`config.mk`:
```
export PLATFORM = sky130hd
export DESIGN_NAME = sorted_set_insert_delete_unit
export DESIGN_NICKNAME = d
export VERILOG_FILES = /design/src/hdl/ssid_pkg.sv /design/src/hdl/ssid_cell.sv /design/src/hdl/sorted_set_insert_delete_unit.sv
export SDC_FILE = /design/constraint.sdc
export NUM_CORES = 2
export LEC_CHECK = 0
export BUFFER_PORTS_ARGS = -buffer_cell sky130_fd_sc_hd__buf_2
export CAP_MARGIN = 40
export CELL_PAD_IN_SITES_DETAIL_PLACEMENT = 0
export CELL_PAD_IN_SITES_GLOBAL_PLACEMENT = 1
export CORE_AREA = 5 5 448 450
export CTS_CLUSTER_DIAMETER = 200
export DETAILED_ROUTE_END_ITERATION = 8
export DIE_AREA = 0 0 453 455
export GPL_ROUTABILITY_DRIVEN = 1
export PLACE_DENSITY_LB_ADDON = 0.1
export SYNTH_ARGS = -nofsm -noshare
export SYNTH_HDL_FRONTEND = slang
export SYNTH_SLANG_ARGS = --single-unit
```
`constraint.sdc`:
```
create_clock -name clk -period 7.98 [get_ports clk]
set_input_delay 0.798 -clock clk [delete_from_list [all_inputs] [get_ports clk]]
set_output_delay 0.798 -clock clk [all_outputs]
set_load 0.03 [all_outputs]
```
`src/hdl/ssid_pkg.sv`:
```
// shared types and constants for the sorted set insert/delete unit
package ssid_pkg;

  localparam int VAL_W  = 32;
  localparam int SIZE_W = 7;

  typedef enum logic [1:0] {
    CMD_INSERT = 2'd0,
    CMD_DELETE = 2'd1,
    CMD_DUMP   = 2'd2
  } cmd_t;

  typedef enum logic [2:0] {
    ST_INSERTED   = 3'd0,
    ST_DUPLICATE  = 3'd1,
    ST_DELETED    = 3'd2,
    ST_NOT_FOUND  = 3'd3,
    ST_FULL       = 3'd4,
    ST_DUMP_ENTRY = 3'd5,
    ST_DUMP_EMPTY = 3'd6
  } status_t;

  typedef enum logic [1:0] {
    OP_HOLD   = 2'd0,
    OP_INSERT = 2'd1,
    OP_DELETE = 2'd2,
    OP_ROTATE = 2'd3
  } cell_op_t;

  typedef enum logic {
    FSM_IDLE = 1'b0,
    FSM_DUMP = 1'b1
  } fsm_t;

  // broadcast to every cell of the row
  typedef struct packed {
    cell_op_t          op;
    logic [VAL_W-1:0]  value;
    logic [VAL_W-1:0]  head;
  } cell_ctrl_t;

endpackage

```
`src/hdl/ssid_cell.sv`:
```
// one storage cell of the sorted row: compare against the operand and shift
module ssid_cell
  import ssid_pkg::*;
(
  input  logic             clk,
  input  cell_ctrl_t       ctrl,
  input  logic             occ,
  input  logic             occ_next,
  input  logic             lt_prev,
  input  logic [VAL_W-1:0] e_prev,
  input  logic [VAL_W-1:0] e_next,
  output logic [VAL_W-1:0] e,
  output logic             lt,
  output logic             eq
);

  logic [VAL_W-1:0] e_r;
  logic [VAL_W-1:0] e_nxt;
  logic [VAL_W-1:0] key_e;
  logic [VAL_W-1:0] key_v;

  // flip the sign bit so an unsigned compare keeps signed order
  assign key_e = e_r ^ {1'b1, {(VAL_W-1){1'b0}}};
  assign key_v = ctrl.value ^ {1'b1, {(VAL_W-1){1'b0}}};

  assign lt = occ && (key_e < key_v);
  assign eq = occ && (e_r == ctrl.value);
  assign e  = e_r;

  always_comb begin
    case (ctrl.op)
      OP_INSERT: e_nxt = lt ? e_r : (lt_prev ? ctrl.value : e_prev);
      OP_DELETE: e_nxt = lt ? e_r : e_next;
      OP_ROTATE: e_nxt = occ_next ? e_next : ctrl.head;
      default:   e_nxt = e_r;
    endcase
  end

  always_ff @(posedge clk) begin
    e_r <= e_nxt;
  end

endmodule

```
`src/hdl/sorted_set_insert_delete_unit.sv`:
```
// top level: sorted set of signed values kept in a row of compare/shift cells
// Holds up to CAPACITY distinct signed 32-bit values in ascending order, one value per
// cell. For an insert or a delete every cell compares its value with the operand in
// parallel and moves up, down or stays in the same cycle, so with the result side ready
// a new insert or delete is taken every cycle and its single result appears in the
// output register in the next cycle. A dump of an empty set gives one result; otherwise
// the row rotates by one cell each cycle that the result side is ready and the head
// cell is sent out, and the input is blocked until the last entry has been sent.
// Command code 3 is taken and dropped. Inputs: in_tuser = cmd, in_tdata = value.
// Results: out_tuser = status, out_tdata = element and size, out_tlast = last.
module sorted_set_insert_delete_unit
  import ssid_pkg::*;
#(
  parameter int CAPACITY = 32
) (
  input  logic        clk,
  input  logic        rst_n,
  input  logic        in_tvalid,
  output logic        in_tready,
  input  logic [31:0] in_tdata,   // [31:0] value
  input  logic [1:0]  in_tuser,   // [1:0] cmd
  output logic        out_tvalid,
  input  logic        out_tready,
  output logic [39:0] out_tdata,  // [31:0] element, [38:32] size, [39] zero
  output logic [2:0]  out_tuser,  // [2:0] status
  output logic        out_tlast
);

  localparam int CW = $clog2(CAPACITY + 1);

  fsm_t             state_r, state_nxt;
  logic [CW-1:0]    count_r, count_nxt;
  logic [CW-1:0]    dump_idx_r, dump_idx_nxt;
  logic             out_valid_r, out_valid_nxt;
  status_t          out_status_r, out_status_nxt;
  logic [VAL_W-1:0] out_elem_r, out_elem_nxt;
  logic [CW-1:0]    out_size_r, out_size_nxt;
  logic             out_last_r, out_last_nxt;

  cell_ctrl_t       ctrl;
  logic [VAL_W-1:0] e [CAPACITY];
  logic [CAPACITY-1:0] lt, eq, occ;

  logic slot_free, in_fire, any_eq, is_full, dump_last;
  cmd_t cmd;

  assign cmd       = cmd_t'(in_tuser);
  assign slot_free = !out_valid_r || out_tready;
  assign in_tready = (state_r == FSM_IDLE) && slot_free;
  assign in_fire   = in_tvalid && in_tready;
  assign any_eq    = |eq;
  assign is_full   = count_r == CW'(CAPACITY);
  assign dump_last = dump_idx_r == (count_r - CW'(1));

  genvar gi;
  generate
    for (gi = 0; gi < CAPACITY; gi++) begin : g_cell
      logic             lt_prev_w, occ_next_w;
      logic [VAL_W-1:0] e_prev_w, e_next_w;

      assign occ[gi] = count_r > CW'(gi);

      if (gi == 0) begin : g_first
        assign lt_prev_w = 1'b1;
        assign e_prev_w  = ctrl.value;
      end else begin : g_mid
        assign lt_prev_w = lt[gi-1];
        assign e_prev_w  = e[gi-1];
      end

      if (gi == CAPACITY - 1) begin : g_last
        assign occ_next_w = 1'b0;
        assign e_next_w   = e[gi];
      end else begin : g_inner
        assign occ_next_w = occ[gi+1];
        assign e_next_w   = e[gi+1];
      end

      ssid_cell u_cell (
        .clk      (clk),
        .ctrl     (ctrl),
        .occ      (occ[gi]),
        .occ_next (occ_next_w),
        .lt_prev  (lt_prev_w),
        .e_prev   (e_prev_w),
        .e_next   (e_next_w),
        .e        (e[gi]),
        .lt       (lt[gi]),
        .eq       (eq[gi])
      );
    end
  endgenerate

  // next state
  always_comb begin
    state_nxt = state_r;
    case (state_r)
      FSM_IDLE: begin
        if (in_fire && cmd == CMD_DUMP && count_r != '0) state_nxt = FSM_DUMP;
      end
      FSM_DUMP: begin
        if (slot_free && dump_last) state_nxt = FSM_IDLE;
      end
      default: state_nxt = FSM_IDLE;
    endcase
  end

  // datapath control and result register loads
  always_comb begin
    ctrl.op        = OP_HOLD;
    ctrl.value     = in_tdata;
    ctrl.head      = e[0];
    count_nxt      = count_r;
    dump_idx_nxt   = dump_idx_r;
    out_valid_nxt  = out_valid_r && !out_tready;
    out_status_nxt = out_status_r;
    out_elem_nxt   = out_elem_r;
    out_size_nxt   = out_size_r;
    out_last_nxt   = out_last_r;
    case (state_r)
      FSM_IDLE: begin
        if (in_fire) begin
          out_elem_nxt = in_tdata;
          out_last_nxt = 1'b1;
          out_size_nxt = count_r;
          case (cmd)
            CMD_INSERT: begin
              out_valid_nxt = 1'b1;
              if (any_eq) begin
                out_status_nxt = ST_DUPLICATE;
              end else if (is_full) begin
                out_status_nxt = ST_FULL;
              end else begin
                ctrl.op        = OP_INSERT;
                count_nxt      = count_r + CW'(1);
                out_size_nxt   = count_r + CW'(1);
                out_status_nxt = ST_INSERTED;
              end
            end
            CMD_DELETE: begin
              out_valid_nxt = 1'b1;
              if (any_eq) begin
                ctrl.op        = OP_DELETE;
                count_nxt      = count_r - CW'(1);
                out_size_nxt   = count_r - CW'(1);
                out_status_nxt = ST_DELETED;
              end else begin
                out_status_nxt = ST_NOT_FOUND;
              end
            end
            CMD_DUMP: begin
              dump_idx_nxt = '0;
              if (count_r == '0) begin
                out_valid_nxt  = 1'b1;
                out_status_nxt = ST_DUMP_EMPTY;
                out_elem_nxt   = '0;
              end
            end
            default: ;
          endcase
        end
      end
      FSM_DUMP: begin
        if (slot_free) begin
          // send the head and rotate the occupied part of the row
          ctrl.op        = OP_ROTATE;
          out_valid_nxt  = 1'b1;
          out_status_nxt = ST_DUMP_ENTRY;
          out_elem_nxt   = e[0];
          out_size_nxt   = count_r;
          out_last_nxt   = dump_last;
          dump_idx_nxt   = dump_idx_r + CW'(1);
        end
      end
      default: ;
    endcase
  end

  always_ff @(posedge clk) begin
    if (!rst_n) begin
      state_r     <= FSM_IDLE;
      count_r     <= '0;
      dump_idx_r  <= '0;
      out_valid_r <= 1'b0;
    end else begin
      state_r     <= state_nxt;
      count_r     <= count_nxt;
      dump_idx_r  <= dump_idx_nxt;
      out_valid_r <= out_valid_nxt;
    end
  end

  always_ff @(posedge clk) begin
    out_status_r <= out_status_nxt;
    out_elem_r   <= out_elem_nxt;
    out_size_r   <= out_size_nxt;
    out_last_r   <= out_last_nxt;
  end

  assign out_tvalid = out_valid_r;
  assign out_tdata  = {1'b0, SIZE_W'(out_size_r), out_elem_r};
  assign out_tuser  = out_status_r;
  assign out_tlast  = out_last_r;

endmodule

```
Yosys cells after proc, flatten, opt, wreduce, memory -nomap -nowiden --
Index checks and enable logic that the tools add are counted.
Operators by class: bitwise operators 34, eq/ne operators 108, muxes and demuxes 199, reduce and logical (&&, ||, !) cells 116, order comparisons 64, $add $sub $neg 3
Operators with widths (number):
- $mux 32 | 129
- $pmux 32 s3 | 31
- $eq 32x32->1 | 32
- $lt 32x32->1 | 32
- $ne 2x2->1 const B | 64
- $pmux 32 s2 | 2
- $gt 6x5->1 const B | 16
- $reduce_and 3->1 | 31
- $logic_and 1x1->1 | 70
- $gt 6x4->1 const B | 8
- $mux 6 | 8
- $pmux 6 s2 | 3
- $not 1->1 | 34
- $reduce_or 32->1 | 1
- $gt 6x3->1 const B | 4
- $mux 3 | 5
- $add 6x1->6 const B | 2
- $gt 6x1->1 const B | 2
- $gt 6x2->1 const B | 2
- $mux 1 | 10
- $pmux 3 s3 | 1
- $pmux 1 s2 | 4
- $pmux 2 s2 | 2
- $reduce_and 4->1 | 2
- other kinds (19) | 29
Word-level totals: register bits 1080, bits of input ports 38

Longest topological paths before layout --
depth after elaboration 10, gate-level depth with buffers 17, mapped depth without buffers 12

Modules after synthesis --
From an unflattened synthesis, not the netlist that was laid out.
Unflattened totals: cell total of the unflattened synthesis 9796, area, all modules 94635.8 sq um
By module, submodules not included:
- ssid_cell (g_cell[0].u_cell ...) | seq. area each 960.9 sq um, instances 27, area an instance 2856.5 sq um, cells each 296
- ssid_cell (g_cell[5].u_cell ...) | seq. area each 960.9 sq um, instances 5, area an instance 2797.7 sq um, cells each 292
- sorted_set_insert_delete_unit | seq. area each 1541.5 sq um, instances 1, area an instance 3522.1 sq um, cells each 344

Worst setup path before layout --
OpenSTA, ideal clock, no wires.
path kind input to register, start point input in_tdata[30], end point register g_cell[0].u_cell.e_r[0] (enable), data arrival time 6434 ps, setup slack 1076 ps, cell stages on the path 15, required time 7510 ps, library setup time 470 ps, path through clkbuf_1 > clkbuf_1 > inv_1 > ha_1 > nand4_1 > nor3_1 > nand3_1 > o41ai_1 > nor4_2 > nand3_4 > a41o_1 > buf_6 > buf_6 > nor2_1 > a211oi_1
On the way: longest elaborated chain between the ends 10, elaborated cells on any way between the ends 80, classes of those cells 1 x order compare; 38 x eq/ne; 5 x mux; 36 x reduce/logical
RTL lines:
- start, declared | line sorted_set_insert_delete_unit.sv:20 | input logic [31:0] in_tdata,
- $eq 32x32->1 | line ssid_cell.sv:27 | assign eq = occ && (e_r == ctrl.value);
- $logic_and 1x1->1 | line ssid_cell.sv:27
- $reduce_or 32->1 | line sorted_set_insert_delete_unit.sv:51 | assign any_eq = |eq;
- $mux 1 / $mux 2 (equally long branches) | line sorted_set_insert_delete_unit.sv:129, sorted_set_insert_delete_unit.sv:142
- $pmux 2 s2 | line sorted_set_insert_delete_unit.sv:126 | case (cmd)
- $mux 2 | line sorted_set_insert_delete_unit.sv:122 | if (in_fire) begin
- $pmux 2 s2 | line sorted_set_insert_delete_unit.sv:120 | case (state_r)
- $eq 2x2->1, or another cell as far along | line ssid_cell.sv:31 | case (ctrl.op)
- $ne 2x1->1 (no source line), or another cell as far along
- $reduce_and 4->1 (no source line) *
- end signal, assigned | line ssid_cell.sv:40 | e_r <= e_nxt;
- end, declared | line ssid_cell.sv:17 | logic [VAL_W-1:0] e_r;
Mark *: on every way between the ends. The rest lies on a longest branch, timed or not. A chain may end at the register's enable or synchronous reset.

Worst setup path after layout --
start point register g_cell[0].u_cell.e_r[31], end point register g_cell[20].u_cell.e_r[19], data pin
On the way: longest elaborated chain between the ends 9, elaborated cells on any way between the ends 12, classes of those cells 4 x eq/ne; 6 x mux; 2 x reduce/logical
RTL lines:
- $eq 32x32->1 * | line ssid_cell.sv:27
- $logic_and 1x1->1 * | line ssid_cell.sv:27
- $reduce_or 32->1 * | line sorted_set_insert_delete_unit.sv:51
- $mux 1 / $mux 2 (equally long branches) | line sorted_set_insert_delete_unit.sv:129, sorted_set_insert_delete_unit.sv:142
- $pmux 2 s2 * | line sorted_set_insert_delete_unit.sv:126
- $mux 2 * | line sorted_set_insert_delete_unit.sv:122
- $pmux 2 s2 * | line sorted_set_insert_delete_unit.sv:120
- $eq 2x2->1, or another cell as far along | line ssid_cell.sv:31
- $pmux 32 s3 * | line ssid_cell.sv:31
- named net g_cell[20].u_cell.e_nxt[19] | line ssid_cell.sv:18 | logic [VAL_W-1:0] e_nxt;
- end signal, assigned | line ssid_cell.sv:40
- end, declared | line ssid_cell.sv:17
Mark *: on every way through the listed nets, which the timed path passes. The rest lies on a longest branch.

==> load_flow_metrics.sql <==
INSERT INTO impl_metrics (metric_group, metric, value, unit) VALUES
('sta', 'grt_setup_unrepaired', 'no', ''),
('routing', 'final_antenna_net_count', '0', ''),
('finish', 'finish.cell_count_without_fillers', '11500', ''),
('flow_run', 'max-cap-violations', '0', ''),
('sta', 'final_max_slew_viol_count', '0', ''),
('finish', 'drive_gt1_share', '10.9', '%'),
('routing', 'drt-vias-per-instance', '6.77', ''),
('pwr', 'power.ir.vdd_worst', '0.226', 'mV'),
('floorplan', 'design.core.area', '0.196', 'mm2'),
('clock_tree', 'htreeDepth', '4', ''),
('routing', 'drt-wirelength-per-cell', '34.2', 'um'),
('yosys', 'postSynth.asyncResetShare', '0', '%'),
('routing', 'detailedRoute.firstIterationViolations', '8533', ''),
('clock_tree', 'cts_tree', 'yes', ''),
('sta', 'final.period_utilization', '77.7', '%'),
('critical_path', 'path_delay_family', 'buffers and inverters', ''),
('place', 'place_hpwl', '273000', 'um'),
('yosys', 'dominantRegCellSynth', 'edfxtp_1', ''),
('clock_tree', 'clock_sink_count', '1080', ''),
('yosys', 'synthDominantCellAreaShare', '36.5', '%'),
('sta', 'report.final.hold_viol_count', '0', ''),
('sta', 'final_setup_violation_count', '0', ''),
('sta', 'timing_worst_slew_pin_value', '1050', 'ps'),
('grt', 'grt_antenna_before_repair', '11', ''),
('yosys', 'synth.yosys.seq_area_share', '36.8', '%'),
('pwr', 'totalPowerFinal', '0.0176', 'W'),
('pwr', 'p_leak', '38.8', 'nW'),
('floorplan', 'die_h', '455', 'um'),
('finish', 'area.growth.synth_to_final', '9.93', '%'),
('sta', 'timing.final.ws_setup', '1780', 'ps'),
('yosys', 'synth.cell_area', '0.0876', 'mm2'),
('yosys', 'postSynthCellCount', '8884', ''),
('clock_tree', 'max-clock-path-buffers', '3', ''),
('critical_path', 'crit_type', 'reg2reg', ''),
('sta', 'final.setup.tns', '0', 'ps'),
('worst_hold_path', 'hold_path.class', 'in2reg', ''),
('critical_path', 'setup.worst_path.end_class', 'flip-flop', ''),
('sta', 'maxClockFrequency', '0.161', 'GHz'),
('grt', 'first_global_vias', '75700', ''),
('pwr', 'pwr_density_cell', '182', 'mW/mm2'),
('finish', 'final_net_count', '9793', ''),
('clock_tree', 'cts.hold.buffers_added', '0', ''),
('routing', 'detail_route.wirelength', '393000', 'um'),
('grt', 'grt_start_max_net_pins', '178', ''),
('yosys', 'yosysTopAreaCell', 'edfxtp_1', ''),
('critical_path', 'arrival', '6690', 'ps'),
('critical_path', 'worst_path_bufs_invs', '4', ''),
('floorplan', 'fp.dieW', '453', 'um'),
('sta', 'whs', '330', 'ps'),
('clock_tree', 'cts.root.buffer_cell', 'clkbuf_16', ''),
('floorplan', 'effective_utilization_at_floorplan', '44.7', '%'),
('grt', 'grt_util_all_layers', '36.8', '%'),
('critical_path', 'critical_path_peak_fanout', '177', ''),
('place', 'buffer_ports.inserted', '81', ''),
('yosys', 'synth_enable_flop_cells', '1066', ''),
('worst_hold_path', 'hold-path-cell-count', '3', ''),
('worst_hold_path', 'min-delay-start', 'in_tvalid', ''),
('routing', 'dr.pass1.iters', '8', ''),
('finish', 'fillerInstances', '18300', ''),
('floorplan', 'die_ar', '0.206', 'mm2'),
('routing', 'route.vias.total', '77700', ''),
('place', 'final_weighted_congestion_in_routability_driven_placement', '0.954', ''),
('yosys', 'synth_area_per_cell', '9.87', 'um2'),
('clock_tree', 'clk_pin_slew', '60', 'ps'),
('status', 'outcome', 'completed', ''),
('critical_path', 'setup.worst_path.start_class', 'flip-flop', ''),
('critical_path', 'regToRegStartpoint', 'g_cell[0].u_cell.e[31]$_DFFE_PP_', ''),
('critical_path', 'r2r.worst_path.cells', '13', ''),
('critical_path', 'worst_path_largest_cell_delay', '650', 'ps'),
('yosys', 'postSynthRegisterBits', '1080', ''),
('yosys', 'yosysUniqueCellTypes', '87', '');
==> final timing paths <==
check	endpoint	slack (ps)
min reg2reg	dump_idx_r[5]$_SDFFE_PN0P_	550
max reg2reg	g_cell[20].u_cell.e[19]$_DFFE_PP_	1780
max	g_cell[20].u_cell.e[19]$_DFFE_PP_	1780
min	out_tvalid$_SDFF_PN0_	330
==> synthesized netlist by cell type, drive strengths merged, types with 228 or more instances <==
library cell	instances
nand2	1128
edfxtp	1066
ha	1033
mux2i	961
o21ai	734
inv	551
clkbuf	534
o221ai	478
o211ai	385
a21oi	322
nand4	261
nor2	228
==> worst register-to-register path, delay by kind of cell, from the launching register on <==
kind | cells | cell delay [ps]
AOI/OAI and AO/OA | 3 | 1470
DFF | 1 | 320
adders and majority gates | 1 | 340
buffers and inverters | 4 | 1980
and+or+nand+nor | 5 | 1780
==> power breakdown <==
| part | internal, W | leakage [nW] | switching (W) | total (W) |
|---|---|---|---|---|
| Sequential | 0.00687 | 9.98 | 0.000476 | 0.00735 |
| Combinational | 0.00135 | 26.6 | 0.00245 | 0.00380 |
| Clock | 0.00367 | 2.15 | 0.00274 | 0.00642 |
==> sequential cells by signal, summed over array words and instances (netlist names) <==
register	count
out_tvalid	1
state_r	1
out_size_r	6
count_r	6
out_tuser	3
g_cell.u_cell.e	1024
out_elem_r	32
dump_idx_r	6
out_tlast	1
==> metrics by stage <==
step | util, % | area (um2)
global route | 49.1 | 96300
global placement | 46.4 | 91000
floorplan | - | 87600
finish | 49.1 | 96300
CTS | 49.1 | 96300
detailed placement | 46.9 | 91900
==> logic make-up after synthesis <==
family	Yosys count	share of synthesized area (%)
buf+inv	1270	6.00
compound gates	2470	20.6
simple gates	2054	10.6
flops	1080	36.8
xor+xnor	12	0.120
other cells	1	0.00428
fa+ha+maj	1033	14.7
mux	964	11.0
==> layout make-up <==
cell class / count / area, um2 / area share [%]
Antenna cell: 2 / 5.00 / 0.00519
Timing Repair Buffer: 410 / 3550 / 3.69
Tap cell: 2640 / 3300 / 3.43
Clock buffer: 196 / 3920 / 4.06
Clock inverter: 57 / 485 / 0.504
Multi-Input combinational cell: 6535 / 50700 / 52.6
Inverter: 552 / 2070 / 2.15
Sequential cell: 1080 / 32300 / 33.5
==> per-layer routing <==
layer | routed length [um] | vias to the layer above | GRT usage [%]
met5 | 71 | - | 0
met4 | 26100 | 10 | 20.1
met3 | 31800 | 1164 | 6.02
met2 | 180000 | 4310 | 60.1
met1 | 155000 | 38600 | 46.8
li1 | - | 33600 | -
==> cells in the final DEF (no fill, tap or decap), types with 10 or more instances in the layout <==
master,n
edfxtp_1,1066
a22oi_1,129
a21oi_1,293
nor2_4,16
inv_2,30
mux2i_1,961
nor2_1,188
a21oi_4,20
buf_12,39
nor4_1,46
o211ai_1,385
o21a_1,37
nand4_1,260
a21o_1,200
nand2_1,1125
or3_1,16
o31ai_1,10
inv_1,521
buf_2,85
a211oi_1,36
a2111oi_0,10
clkinv_1,28
clkbuf_1,46
dfxtp_1,12
nor2_2,24
a22o_1,31
o221ai_1,268
buf_4,271
a31oi_1,13
nor3_1,87
o21ai_0,679
ha_1,1033
nor3_2,10
nand2b_1,38
nor2b_1,90
clkbuf_16,149
o221ai_2,210
o21ai_1,49
nand3_1,89
clkinv_2,17
No activity file was read; power rests on OpenSTA's default activity.
